File: src/rtl/core/ctd_pkg.sv
// types, codes and character constants for the chunked transfer decoder
// used by chunked_transfer_decoder; no dependencies
`default_nettype none

package ctd_pkg;

    localparam int TotalW = 25;
    localparam logic [TotalW-1:0] MAX_TOTAL_RESET = 25'd8388608;

    localparam logic [7:0] CHAR_CR   = 8'h0D;
    localparam logic [7:0] CHAR_LF   = 8'h0A;
    localparam logic [7:0] CHAR_SEMI = 8'h3B;

    typedef enum logic [0:0] {
        ACT_BYTE = 1'b0,
        ACT_END  = 1'b1
    } action_t;

    typedef enum logic [1:0] {
        KIND_DATA  = 2'd0,
        KIND_DONE  = 2'd1,
        KIND_ERROR = 2'd2
    } kind_t;

    typedef enum logic [3:0] {
        PH_SIZE    = 4'd0,
        PH_SIZE_CR = 4'd1,
        PH_EXT     = 4'd2,
        PH_EXT_CR  = 4'd3,
        PH_DATA    = 4'd4,
        PH_DATA_CR = 4'd5,
        PH_DATA_LF = 4'd6,
        PH_DONE    = 4'd7,
        PH_ERROR   = 4'd8
    } phase_t;

    typedef struct packed {
        action_t    action;
        logic [7:0] in_byte;
    } in_item_t;

    typedef struct packed {
        kind_t      kind;
        logic [7:0] out_byte;
    } out_item_t;

    // {valid, value} for an ascii hex digit of either case
    function automatic logic [4:0] hex_decode(input logic [7:0] c);
        logic [4:0] res;
        res = 5'd0;
        case (c) inside
            [8'h30:8'h39]: res = {1'b1, 4'(c - 8'h30)};
            [8'h61:8'h66]: res = {1'b1, 4'(c - 8'h57)};
            [8'h41:8'h46]: res = {1'b1, 4'(c - 8'h37)};
            default:       res = 5'd0;
        endcase
        return res;
    endfunction

endpackage

`default_nettype wire

File: src/rtl/core/chunked_transfer_decoder.sv
// chunked transfer decoder top level: byte-wide http/1.1 chunked body parser
// depends on ctd_pkg
//
// usage
//   s_* channel: one beat per raw body byte (action = byte) or an end beat
//     (action = end) that closes the body and rearms the parser
//   m_* channel: at most one result beat per input beat: a decoded data
//     byte, a body-complete marker, or an error marker
//   cfg_* channel: writes max_total_bytes; always ready, write only while idle
// latency and throughput
//   one input beat per cycle while s_ready holds; its result beat shows up on the
//   cycle after acceptance, straight from the output register
//   the parse state and the size/limit check are combinational logic,
//   the 64-bit size against the 25-bit room left is the longest compare
// stall behavior
//   s_ready drops only while a result beat sits in the output register
//   and m_ready is low; beats that give no result still need s_ready
// reset
//   synchronous active-low aresetn: parser back to expecting a size line,
//   output register empty, max_total_bytes back to 8 MiB
`default_nettype none

module chunked_transfer_decoder
    import ctd_pkg::*;
#(
    parameter int MAX_SIZE_DIGITS = 16
) (
    input  wire logic              aclk,
    input  wire logic              aresetn,

    input  wire logic              s_valid,
    output logic                   s_ready,
    input  wire in_item_t          s_data,

    output logic                   m_valid,
    input  wire logic              m_ready,
    output out_item_t              m_data,

    input  wire logic              cfg_valid,
    output logic                   cfg_ready,
    input  wire logic [TotalW-1:0] cfg_data
);

    localparam int SizeW = 4 * MAX_SIZE_DIGITS;
    localparam int CntW  = $clog2(MAX_SIZE_DIGITS + 1);
    localparam int CmpW  = (SizeW > TotalW) ? SizeW : TotalW;
    localparam logic [CntW-1:0] DigitLimit = CntW'(MAX_SIZE_DIGITS);

    // parser state
    phase_t              phase_reg, phase_next;
    logic [SizeW-1:0]    size_accum_reg, size_accum_next;
    logic [CntW-1:0]     digit_count_reg, digit_count_next;
    logic [TotalW-1:0]   bytes_left_reg, bytes_left_next;
    logic [TotalW-1:0]   total_out_reg, total_out_next;
    logic [TotalW-1:0]   max_total_reg;

    // output register
    logic                m_valid_reg, m_valid_next;
    out_item_t           m_data_reg, m_data_next;

    logic                accept;
    logic                is_end;
    logic [7:0]          c;
    logic [4:0]          hex;
    logic                is_hex, is_cr, is_lf, is_semi;
    logic                size_zero, over_total, size_too_big, line_fail;
    logic [TotalW-1:0]   room;
    phase_t              line_end_phase;
    logic                res_valid;
    out_item_t           res;

    assign s_ready   = !m_valid_reg || m_ready;
    assign accept    = s_valid && s_ready;
    assign cfg_ready = 1'b1;
    assign m_valid   = m_valid_reg;
    assign m_data    = m_data_reg;

    // character decode
    assign is_end  = (s_data.action == ACT_END);
    assign c       = s_data.in_byte;
    assign hex     = hex_decode(c);
    assign is_hex  = hex[4];
    assign is_cr   = (c == CHAR_CR);
    assign is_lf   = (c == CHAR_LF);
    assign is_semi = (c == CHAR_SEMI);

    // end of size line: zero size ends the body, else check against the limit
    assign size_zero    = (size_accum_reg == '0);
    assign over_total   = (total_out_reg > max_total_reg);
    assign room         = max_total_reg - total_out_reg;
    assign size_too_big = (CmpW'(size_accum_reg) > CmpW'(room));
    assign line_fail    = over_total || size_too_big;

    always_comb begin
        if (size_zero) begin
            line_end_phase = PH_DONE;
        end else if (line_fail) begin
            line_end_phase = PH_ERROR;
        end else begin
            line_end_phase = PH_DATA;
        end
    end

    // next phase
    always_comb begin
        phase_next = phase_reg;
        if (accept) begin
            if (is_end) begin
                phase_next = PH_SIZE;
            end else begin
                case (phase_reg)
                    PH_SIZE: begin
                        if (is_hex) begin
                            if (digit_count_reg >= DigitLimit) begin
                                phase_next = PH_ERROR;
                            end
                        end else if (digit_count_reg == '0) begin
                            phase_next = PH_ERROR;
                        end else if (is_semi) begin
                            phase_next = PH_EXT;
                        end else if (is_cr) begin
                            phase_next = PH_SIZE_CR;
                        end else begin
                            phase_next = PH_ERROR;
                        end
                    end
                    PH_SIZE_CR: begin
                        phase_next = is_lf ? line_end_phase : PH_ERROR;
                    end
                    PH_EXT: begin
                        if (is_cr) begin
                            phase_next = PH_EXT_CR;
                        end
                    end
                    PH_EXT_CR: begin
                        // bare crs inside an extension are skipped
                        if (is_lf) begin
                            phase_next = line_end_phase;
                        end else if (!is_cr) begin
                            phase_next = PH_EXT;
                        end
                    end
                    PH_DATA: begin
                        if (bytes_left_reg == TotalW'(1)) begin
                            phase_next = PH_DATA_CR;
                        end
                    end
                    PH_DATA_CR: begin
                        phase_next = is_cr ? PH_DATA_LF : PH_ERROR;
                    end
                    PH_DATA_LF: begin
                        phase_next = is_lf ? PH_SIZE : PH_ERROR;
                    end
                    default: begin
                        phase_next = phase_reg;
                    end
                endcase
            end
        end
    end

    // result beat and counters
    always_comb begin
        size_accum_next  = size_accum_reg;
        digit_count_next = digit_count_reg;
        bytes_left_next  = bytes_left_reg;
        total_out_next   = total_out_reg;
        res_valid        = 1'b0;
        res.kind         = KIND_ERROR;
        res.out_byte     = 8'd0;

        if (is_end) begin
            // an open body closed early is an error
            res_valid        = (phase_reg != PH_DONE) && (phase_reg != PH_ERROR);
            size_accum_next  = '0;
            digit_count_next = '0;
            bytes_left_next  = '0;
            total_out_next   = '0;
        end else begin
            if (phase_reg == PH_DATA) begin
                res_valid       = 1'b1;
                res.kind        = KIND_DATA;
                res.out_byte    = c;
                bytes_left_next = bytes_left_reg - TotalW'(1);
                total_out_next  = total_out_reg + TotalW'(1);
            end else if (phase_next == PH_ERROR && phase_reg != PH_ERROR) begin
                res_valid = 1'b1;
                res.kind  = KIND_ERROR;
            end else if (phase_next == PH_DONE && phase_reg != PH_DONE) begin
                res_valid = 1'b1;
                res.kind  = KIND_DONE;
            end

            if (phase_reg == PH_SIZE && is_hex && digit_count_reg < DigitLimit) begin
                size_accum_next  = (size_accum_reg << 4) | SizeW'(hex[3:0]);
                digit_count_next = digit_count_reg + CntW'(1);
            end

            if (phase_next == PH_DATA && phase_reg != PH_DATA) begin
                // size already checked against the room left, fits the counter
                bytes_left_next = TotalW'(size_accum_reg);
            end

            if (phase_reg == PH_DATA_LF && is_lf) begin
                size_accum_next  = '0;
                digit_count_next = '0;
            end
        end
    end

    always_comb begin
        m_valid_next = m_valid_reg;
        m_data_next  = m_data_reg;
        if (s_ready) begin
            m_valid_next = s_valid && res_valid;
            m_data_next  = res;
        end
    end

    always_ff @(posedge aclk) begin
        if (!aresetn) begin
            phase_reg       <= PH_SIZE;
            size_accum_reg  <= '0;
            digit_count_reg <= '0;
            bytes_left_reg  <= '0;
            total_out_reg   <= '0;
            max_total_reg   <= MAX_TOTAL_RESET;
            m_valid_reg     <= 1'b0;
        end else begin
            phase_reg   <= phase_next;
            m_valid_reg <= m_valid_next;
            if (accept) begin
                size_accum_reg  <= size_accum_next;
                digit_count_reg <= digit_count_next;
                bytes_left_reg  <= bytes_left_next;
                total_out_reg   <= total_out_next;
            end
            if (cfg_valid && cfg_ready) begin
                max_total_reg <= cfg_data;
            end
        end
    end

    always_ff @(posedge aclk) begin
        m_data_reg <= m_data_next;
    end

    // a data chunk always has bytes still owed
    assert property (@(posedge aclk) disable iff (!aresetn)
        phase_reg == PH_DATA |-> bytes_left_reg != '0)
        else $error("data phase with no bytes left");

    // the digit counter never passes the configured digit limit
    assert property (@(posedge aclk) disable iff (!aresetn)
        digit_count_reg <= DigitLimit)
        else $error("size digit count over limit");

    // a byte taken in the data phase comes out as a data beat next cycle
    assert property (@(posedge aclk) disable iff (!aresetn)
        accept && !is_end && phase_reg == PH_DATA
        |=> m_valid && m_data.kind == KIND_DATA && m_data.out_byte == $past(c))
        else $error("data byte not passed out");

    // marker beats carry a zero byte
    assert property (@(posedge aclk) disable iff (!aresetn)
        m_valid && m_data.kind != KIND_DATA |-> m_data.out_byte == 8'd0)
        else $error("marker beat with nonzero byte");

endmodule

`default_nettype wire

File: config.mk
export PLATFORM = sky130hd
export DESIGN_NAME = chunked_transfer_decoder
export DESIGN_NICKNAME = d
export VERILOG_FILES = /design/src/rtl/core/ctd_pkg.sv /design/src/rtl/core/chunked_transfer_decoder.sv
export SDC_FILE = /design/constraint.sdc
export NUM_CORES = 1
export LEC_CHECK = 0
export BUFFER_PORTS_ARGS = -buffer_cell sky130_fd_sc_hd__buf_4
export CAP_MARGIN = 25
export CORE_AREA = 2 2 213 131
export CTS_CLUSTER_DIAMETER = 120
export CTS_CLUSTER_SIZE = 25
export DETAILED_ROUTE_END_ITERATION = 6
export DIE_AREA = 0 0 215 133
export MAX_ROUTING_LAYER = met4
export SYNTH_ARGS = -nofsm -noshare
export SYNTH_HDL_FRONTEND = slang
export SYNTH_SLANG_ARGS = --single-unit
File: constraint.sdc
create_clock -name aclk -period 13.24 [get_ports aclk]
set_input_delay 0.662 -clock aclk [delete_from_list [all_inputs] [get_ports aclk]]
set_output_delay 0.662 -clock aclk [all_outputs]
set_load 0.05 [all_outputs]
==> results of run 1 <==
## layout by cell type (no fill, tap or decap), types with 30 or more instances in the layout
master | Yosys | final
dfxtp_1 | 149 | 149
nor2_1 | 148 | 148
nand2_1 | 122 | 122
a21oi_1 | 77 | 77
ha_1 | 59 | 59
buf_4 | 1 | 56
inv_1 | 47 | 47
a22oi_1 | 42 | 42
xnor2_1 | 40 | 40
mux2i_1 | 38 | 38
o21ai_0 | 35 | 35
nor3_1 | 30 | 30
## routing by layer
metal,up-vias,GRT usage,share of wire
met5,-,-,0
met4,0,0.0487,0.014
met3,23,0.0455,0.067
met2,233,0.238,0.39
met1,3840,0.277,0.53
li1,4041,-,-
## synthesized netlist by cell type (all sizes together), types with 4 or more instances
cell type and instances:
dfxtp 149, nor2 149, nand2 122, a21oi 78, ha 59, inv 48
a22oi 42, clkbuf 42, xnor2 40, mux2i 38, o21ai 38, nor3 35
nor4 34, nand3 28, nand4 18, a31oi 17, xor2 17, a21o 11
and3 11, buf 11, edfxtp 10, nor2b 10, a311o 8, and2 8
or3 7, a311oi 6, o21a 6, or4 6, nand2b 5, a211oi 4
o21bai 4
## through the flow
step	hold slack, ns	cell area, µm²	utilization	instances	worst slack (ns)
2_1_floorplan	0.444	9230	-	1112	8.35
3_3_place_gp	0.461	9870	0.366	1482	7.34
5_1_grt	0.446	10500	0.388	1516	7.01
3_5_place_dp	0.466	9900	0.367	1483	7.52
4_1_cts	0.427	10400	0.388	1514	7.50
6_report	0.446	10500	0.388	1516	7.43
## critical path, cell delays in order, from the launching register on
cell,delay [ns]
dfxtp_1,0.44
ha_1,0.21
inv_1,0.06
fa_1,0.40
a21o_1,0.17
a21oi_1,0.27
o21ai_0,0.16
a31o_2,0.27
a31oi_1,0.29
o21ai_0,0.22
a21oi_1,0.22
xor2_1,0.09
ha_1,0.34
nand4_2,0.17
nor4_2,0.34
nand3_1,0.13
nand2_1,0.10
a21oi_1,0.04
or4_4,0.58
o21bai_2,0.62
nand3_1,0.23
inv_1,0.11
o21ai_0,0.08
## where the power goes
group          total (mW)  switching, mW  internal, mW
registers           0.506         0.0114         0.495
logic               0.228          0.140        0.0875
clock network       0.467          0.195         0.271
total                1.20          0.347         0.854
## worst paths after layout
| path | startpoint | endpoint | slack [ns] | depth (start not counted) |
|---|---|---|---|---|
| worst max-delay path | total_out_reg[0]$_SDFFE_PN0P_ | m_data[9]$_SDFFCE_PP1N_ | 7.43 | 22 |
| worst min-delay path | cfg_data[23] | max_total_reg[23]$_SDFFE_PN1P_ | 0.45 | 3 |
| worst max register to register | total_out_reg[0]$_SDFFE_PN0P_ | m_data[9]$_SDFFCE_PP1N_ | 7.43 | 22 |
| worst min register to register | size_accum_reg[25]$_SDFFE_PN0P_ | size_accum_reg[25]$_SDFFE_PN0P_ | 0.47 | 2 |
## logic make-up after synthesis
group	count (synthesis)
xor gates and xnor gates	57
and+or+nand+nor	448
muxes	39
other	1
DFF	159
adders and majority gates	60
buffers and inverters	101
AOI/OAI and AO/OA	247
## cell type report
cell class,count,share of cell area
Tap cell,367,0.0439
Sequential cell,159,0.314
Clock buffer,25,0.0464
Multi-Input combinational cell,852,0.528
Inverter,48,0.0172
Clock inverter,6,0.00574
Timing Repair Buffer,59,0.0444
==> flow_summary.ini, run 1 <==
[logic_synthesis]
syn_avg_cell_area_um2 = 8.30
synth_edf_count = 10
synth-simple-area-share = 0.238
ys_top_cells_by_area = dfxtp_1 32%, ha_1 8.0%, nor2_1 6.0%, nand2_1 5.0%, a21oi_1 4.2%
ys_types = 85
synth_fa_ha_area_frac = 0.0822
syn_inst = 1112
syn_area_um2 = 9230
yosys_register_bits = 159
ys.flop_type = dfxtp_1
synthMuxAreaShare = 0.0424
synth_nets = 1211
synth_compound_area_frac = 0.182
ys_seq_area_frac = 0.356
yosys.area.top_type = dfxtp_1
synth_top_family_by_area = simple AND/OR/NAND/NOR gates
async_reset_ff_frac = 0
synth_xor_area_frac = 0.0541
yosys_warnings = 0
synth.top_cell.area_share = 0.323

[cts]
clkTransAtPathRegs_ns = 0.06
ctsHoldBuffers = 0
cts_num_sinks = 159
clock_latency_ns = 0.44
numCtsBuffers = 17
post_cts_resize_count = 0
root_buffer = clkbuf_16
post_cts_buffers = 0
ctsHtreeMaxLevel = 4
cts_buffer_depth = 2
cts_tree = yes

[setup_path]
path_max_fanout = 15
critPathArrivalTime_ns = 5.97
startpoint_type = flop
critical_path_class = flop to flop
worstPathRequired_ns = 13.40
end_kind = flop

[route]
drcViolationCount = 0
routed-via-count = 8137
wl_per_cell_um = 16.7
drt_wl_total_um = 25300
initialDrtViolationCount = 773
vias_per_cell = 5.37
antenna_left = 0
dr.pass1.iters = 5

[outcome]
status = finished clean

[timing]
worst_pin_slew_ns = 0.991
setup_violations = 0
slew_violations = 0
period_needed_ns = 5.81
clock.fmax_mhz = 172
timing.setup.tns_ns = 0
final.period_utilization = 0.439
timing.slew.headroom = 0.338
rsz0062_at_grt = no
hold_viol = 0
skew_ns = 0.00974

[floorplan]
rows = 47
ioPinCount = 52
die_area_um2 = 28600
die_width_um = 215
dieHeight_um = 133
fp.coreArea_um2 = 26900
initial_core_util = 0.343

[placement]
io_buffers = 50
gp_congestion = 0.872
post-dp-hpwl_um = 18300

[layout]
drive_above_1_share = 0.102
num-fill-cells = 2779
seq_area_um2 = 3280
synthToLayoutAreaGrowth_pct = 13.3
multi_input_area_um2 = 5530
diodes = 0
nets = 1236
largest_reg_flops = 64

[global_routing]
grt_pass1_wl_um = 40600
grt_pass1_vias = 7387
overflow = 0
antenna_found_initial = 0
grt_max_degree = 74
grtUsageTotal = 0.184

[pwr]
power_density_nw_per_um2 = 115
leakagePower_nw = 4.00
power.total_mw = 1.20
ir_worst_vdd_v = 0.0000638

[run]
maxCapViolCount = 0

[worst_hold_path]
min_path_type = primary input to flop
No activity file was read; power rests on OpenSTA's default activity.
==> run 2: changes to the inputs <==
==> constraint.sdc (replaced) <==
create_clock -name aclk -period 4.75 [get_ports aclk]
set_input_delay 0.2375 -clock aclk [delete_from_list [all_inputs] [get_ports aclk]]
set_output_delay 0.2375 -clock aclk [all_outputs]
set_load 0.05 [all_outputs]
==> flow_summary.ini, run 2 (same netlist as run 1, synthesis figures left out) <==
[outcome]
status = finished, violations left
violations = negative setup slack

[floorplan]
die_width_um = 215
rows = 47
ioPinCount = 52
die_area_um2 = 28600
initial_core_util = 0.343
dieHeight_um = 133
fp.coreArea_um2 = 26900

[layout]
fin_util = 0.415
final_common_cell = nor2_1
diodes = 0
synthToLayoutAreaGrowth_pct = 21.1
finalInstanceArea_um2 = 11200
num-fill-cells = 2692
drive_above_1_share = 0.175
largest_reg_flops = 64
final_cell_mix = 148 x nor2_1, 144 x dfxtp_1, 122 x nand2_1, 102 x buf_4, 71 x a21oi_1
nets = 1286
instances_no_fill = 1567

[worst_hold_path]
hold_path_end = max_total_reg[21]$_SDFFE_PN0P_
whs_path_depth = 3
min_path_type = primary input to flop
hold_start = cfg_data[21]

[placement]
gp_congestion = 0.882
placed_cells = 1523
io_buffers = 50
dpl_worst_slack_ns = -0.372
placed_area_um2 = 10200
post-dp-hpwl_um = 18400

[route]
dr.pass1.iters = 5
drt_wl_total_um = 25500
vias_per_cell = 5.35
routed-via-count = 8390
drcViolationCount = 0
antenna_left = 0
wl_per_cell_um = 16.3
initialDrtViolationCount = 918

[pwr]
combPwrFrac = 0.210
power.total_mw = 3.54
swShare = 0.293
ir_worst_vdd_v = 0.000219
power_frac_seq = 0.399
p_sw_mw = 1.04
power_density_nw_per_um2 = 317
power.share.clock = 0.391
leakagePower_nw = 4.32
internal_power_mw = 2.50

[cts]
cts_tree = yes
cts_num_sinks = 159
root_buffer = clkbuf_16
clock_latency_ns = 0.45
numCtsBuffers = 17
ctsHtreeMaxLevel = 4
clkTransAtPathRegs_ns = 0.06
cts_buffer_depth = 2

[setup_path]
end_kind = flop
startpoint_type = flop
worstPathRequired_ns = 5.08
critical_path_class = flop to flop
r2r_start = total_out_reg[5]$_SDFFE_PN0P_
critPathArrivalTime_ns = 5.17
reg2reg_to = bytes_left_reg[23]$_SDFFE_PN0P_
cp_cell_sequence = inv_2 > ha_4 > or4_4 > a21oi_2 > a21oi_1 > o21a_4 > a211o_1 > a21o_1 > a21oi_2 > xor2_1 > ha_1 > nand4_4 > buf_4 > a2111oi_0 > a211oi_1 > a21oi_1 > or4_4 > a31oi_4 > buf_12 > a31oi_1 > a2111oi_1
max_stage_delay_ns = 0.59
path_max_fanout = 7
critical_path.slowest_cell = or4_4
reg2reg_setup_slack_ns = -0.09
worst_r2r_path_depth = 21

[timing]
timing.setup.tns_ns = -0.713
clock.fmax_mhz = 207
final.period_utilization = 1.02
setup_slack_ns = -0.0879
rsz0062_at_grt = yes
period_needed_ns = 4.84
timing.hold.ws_ns = 0.0236
skew_ns = 0.00910
setup_violations = 24
timing.slew.headroom = 0.224
slew_violations = 0
worst_pin_slew_ns = 1.16
hold_viol = 0

[global_routing]
overflow = 0
grt_pass1_vias = 7573
antenna_found_initial = 0
grt_max_degree = 73
grtUsageTotal = 0.187
grt_pass1_wl_um = 41100

[run]
maxCapViolCount = 0
-- run 2: cell count changes in the layout (fill, tap and decap cells not counted), moves of 5 or more --
cell     before  now
a21oi_1      77   71
a21oi_2       0    6
buf_4        56  102
dfxtp_1     149  144
dfxtp_2       0    5
-- run 2: worst max path at each step --
stage / slack, ns / endpoint / startpoint
after floorplan: 0.04 / bytes_left_reg[20]$_SDFFE_PN0P_ / total_out_reg[0]$_SDFFE_PN0P_
after global placement: -0.22 / bytes_left_reg[20]$_SDFFE_PN0P_ / max_total_reg[0]$_SDFFE_PN0P_
after global routing: -0.30 / m_data[9]$_SDFFCE_PP1N_ / max_total_reg[0]$_SDFFE_PN0P_
after CTS: -0.11 / bytes_left_reg[23]$_SDFFE_PN0P_ / max_total_reg[0]$_SDFFE_PN0P_
after detailed placement: -0.37 / bytes_left_reg[20]$_SDFFE_PN0P_ / max_total_reg[0]$_SDFFE_PN0P_
final: -0.09 / bytes_left_reg[23]$_SDFFE_PN0P_ / total_out_reg[5]$_SDFFE_PN0P_
-- run 2: layout make-up --
class | instances | area [µm²] | area share
inverter | 48 | 180 | 0.0161
timing repair buffer | 109 | 878 | 0.0786
clock buffer | 23 | 478 | 0.0428
sequential | 159 | 3290 | 0.294
tap | 367 | 459 | 0.0411
clock inverter | 9 | 108 | 0.00963
multi-input combinational | 852 | 5790 | 0.518
-- run 2: routing by layer --
metal  routed length (µm)  GRT usage  share of wire
met5                    0          -              0
met4                  419     0.0575          0.016
met3                 1650     0.0416          0.065
met2                10200      0.248           0.40
met1                13300      0.277           0.52
-- run 2: repair_timing --
action	in CTS	in global routing
cloned	1	0
resized for setup	42	12
buffers inserted	7	4
pin swaps	26	22
hold buffers	1	0
hold endpoints to repair	1	0
endpoints found under the setup margin	28	28
-- run 2: critical path, delay by kind of cell (launching register included) --
family                   cells  cell delay [ns]
XOR/XNOR                     1             0.23
AND/OR/NAND/NOR              3             1.23
buffers and inverters        3             0.36
flip-flops                   1             0.32
adder cells (fa/ha/maj)      2             0.51
AO/OA/AOI/OAI               12             2.06
-- run 2: power by group through the flow --
stage	Sequential [mW]	Combinational [mW]	Clock, mW
final	1.41	0.744	1.39
after floorplan	1.44	0.466	0
after global routing	1.42	0.813	1.48
after global placement	1.44	0.656	0
after detailed placement	1.44	0.666	0
after CTS	1.41	0.730	1.41
==> run 3: changes to the inputs <==
==> constraint.sdc (replaced) <==
create_clock -name aclk -period 5.8 [get_ports aclk]
set_input_delay 0.29 -clock aclk [delete_from_list [all_inputs] [get_ports aclk]]
set_output_delay 0.29 -clock aclk [all_outputs]
set_load 0.05 [all_outputs]
==> flow_summary.ini, run 3 (same netlist as run 1, synthesis figures left out) <==
[timing]
slew_violations = 0
skew_ns = 0.0117
worst_pin_slew_ns = 1.01
rsz0062_at_grt = no
period_needed_ns = 5.31
final.period_utilization = 0.915
hold_viol = 0
timing.slew.headroom = 0.321
timing.setup.tns_ns = 0
clock.fmax_mhz = 188
setup_violations = 0
setup_slack_ns = 0.494

[route]
wl_per_cell_um = 16.5
drt_wl_total_um = 25100
vias_per_cell = 5.38
initialDrtViolationCount = 773
routed-via-count = 8167
drcViolationCount = 0
antenna_left = 0
dr.pass1.iters = 5

[layout]
largest_reg_flops = 64
seq_area_um2 = 3280
multi_input_area_um2 = 5540
final_cell_mix = 148 x nor2_1, 148 x dfxtp_1, 122 x nand2_1, 77 x a21oi_1, 59 x ha_1
instances_no_fill = 1519
diodes = 0
num-fill-cells = 2819
drive_above_1_share = 0.110
nets = 1239
synthToLayoutAreaGrowth_pct = 14.7

[setup_path]
end_kind = flop
critical_path.slowest_cell = or4_4
critPathArrivalTime_ns = 5.68
cp_cell_sequence = ha_1 > inv_1 > fa_1 > a21o_1 > a21oi_1 > o21ai_0 > a31o_2 > a31oi_2 > o21ai_0 > a21oi_1 > nor2_1 > xnor2_1 > ha_1 > o21ai_0 > nor2_1 > o41ai_1 > a22o_1 > nand2_1 > or4_4 > o21ba_1 > nor3_4 > buf_8 > mux2i_1
startpoint_type = flop
critical-path-top-delay-family = compound AO/OA/AOI/OAI gates
cpMostUsedCell = o21ai_0
worstPathRequired_ns = 6.18
cp_num_buf_inv = 2
path_max_fanout = 21
critical_path_class = flop to flop
max_stage_delay_ns = 0.50

[cts]
ctsHtreeMaxLevel = 4
root_buffer = clkbuf_16
cts_tree = yes
cts_buffer_depth = 2
numCtsBuffers = 17
ctsHoldBuffers = 0
clkTransAtPathRegs_ns = 0.07
clock_latency_ns = 0.45
cts_num_sinks = 159

[pwr]
combPwrFrac = 0.187
swShare = 0.292
power.share.clock = 0.407
ir_worst_vdd_v = 0.000125
power_frac_seq = 0.406
power_density_nw_per_um2 = 269
p_sw_mw = 0.831
leakagePower_nw = 4.06
internal_power_mw = 2.01

[floorplan]
die_area_um2 = 28600
die_width_um = 215
rows = 47
fp.coreArea_um2 = 26900
initial_core_util = 0.343
ioPinCount = 52
dieHeight_um = 133

[global_routing]
grtUsageTotal = 0.185
antenna_found_initial = 0
grt_pass1_vias = 7555
grt_max_degree = 74
grt_pass1_wl_um = 40800
overflow = 0

[placement]
gp_congestion = 0.867
placed_cells = 1484
io_buffers = 50
post-dp-hpwl_um = 18200
dpl_worst_slack_ns = 0.310

[outcome]
status = finished clean

[run]
maxCapViolCount = 0

[worst_hold_path]
min_path_type = primary input to flop
-- run 3: worst register-to-register path: cells and delay by family (launching register included) --
kind | cells | cell delay [ns]
simple gates | 5 | 0.92
fa+ha+maj | 3 | 0.85
buf+inv | 2 | 0.28
xor+xnor | 1 | 0.13
flops | 1 | 0.39
compound gates | 11 | 2.44
mux | 1 | 0.22
-- run 3: routing by layer --
metal	global-route usage	share of wire
met4	0.0548	0.018
met2	0.238	0.39
met3	0.0503	0.081
met1	0.274	0.51
met5	-	0
-- run 3: through the flow --
| stage | area, µm² | power [mW] | utilization | hold WS, ns |
|---|---|---|---|---|
| 2_1_floorplan | 9230 | 1.56 | - | 0.419 |
| 3_3_place_gp | 9880 | 1.68 | 0.367 | 0.462 |
| 3_5_place_dp | 9880 | 1.68 | 0.367 | 0.463 |
| 4_1_cts | 10500 | 2.84 | 0.389 | 0.0530 |
| 5_1_grt | 10600 | 2.98 | 0.393 | 0.0660 |
| 6_report | 10600 | 2.84 | 0.393 | 0.0716 |
-- run 3: area by class of cell --
class	count	area share
flip-flops and latches	159	0.310
well taps	367	0.0434
clock buffers	20	0.0442
repair buffers	62	0.0490
inverters	48	0.0170
multi-input cells	852	0.524
clock inverters	11	0.0124
-- run 3: timing repair --
| item | in CTS | in global routing |
|---|---|---|
| resized for setup | 0 | 5 |
| buffers inserted | 0 | 3 |
| endpoints found under the setup margin | 0 | 28 |
-- run 3: power by group through the flow --
stage | Combinational [mW] | Clock [mW] | Sequential [mW]
floorplan | 0.380 | 0 | 1.18
CTS | 0.509 | 1.18 | 1.15
global route | 0.588 | 1.23 | 1.16
global placement | 0.502 | 0 | 1.18
detailed placement | 0.506 | 0 | 1.18
finish | 0.530 | 1.16 | 1.15
-- run 3: path summary, 6_finish.rpt --
path                                         from                         endpoint  slack, ns  cells after the start
setup / recovery    total_out_reg[0]$_SDFFE_PN0P_   bytes_left_reg[6]$_SDFFE_PN0P_       0.49                     23
hold reg to reg   size_accum_reg[26]$_SDFFE_PN0P_  size_accum_reg[26]$_SDFFE_PN0P_       0.47                      2
setup reg to reg    total_out_reg[0]$_SDFFE_PN0P_   bytes_left_reg[6]$_SDFFE_PN0P_       0.49                     23
hold / removal                       cfg_data[23]   max_total_reg[23]$_SDFFE_PN1P_       0.07                      3
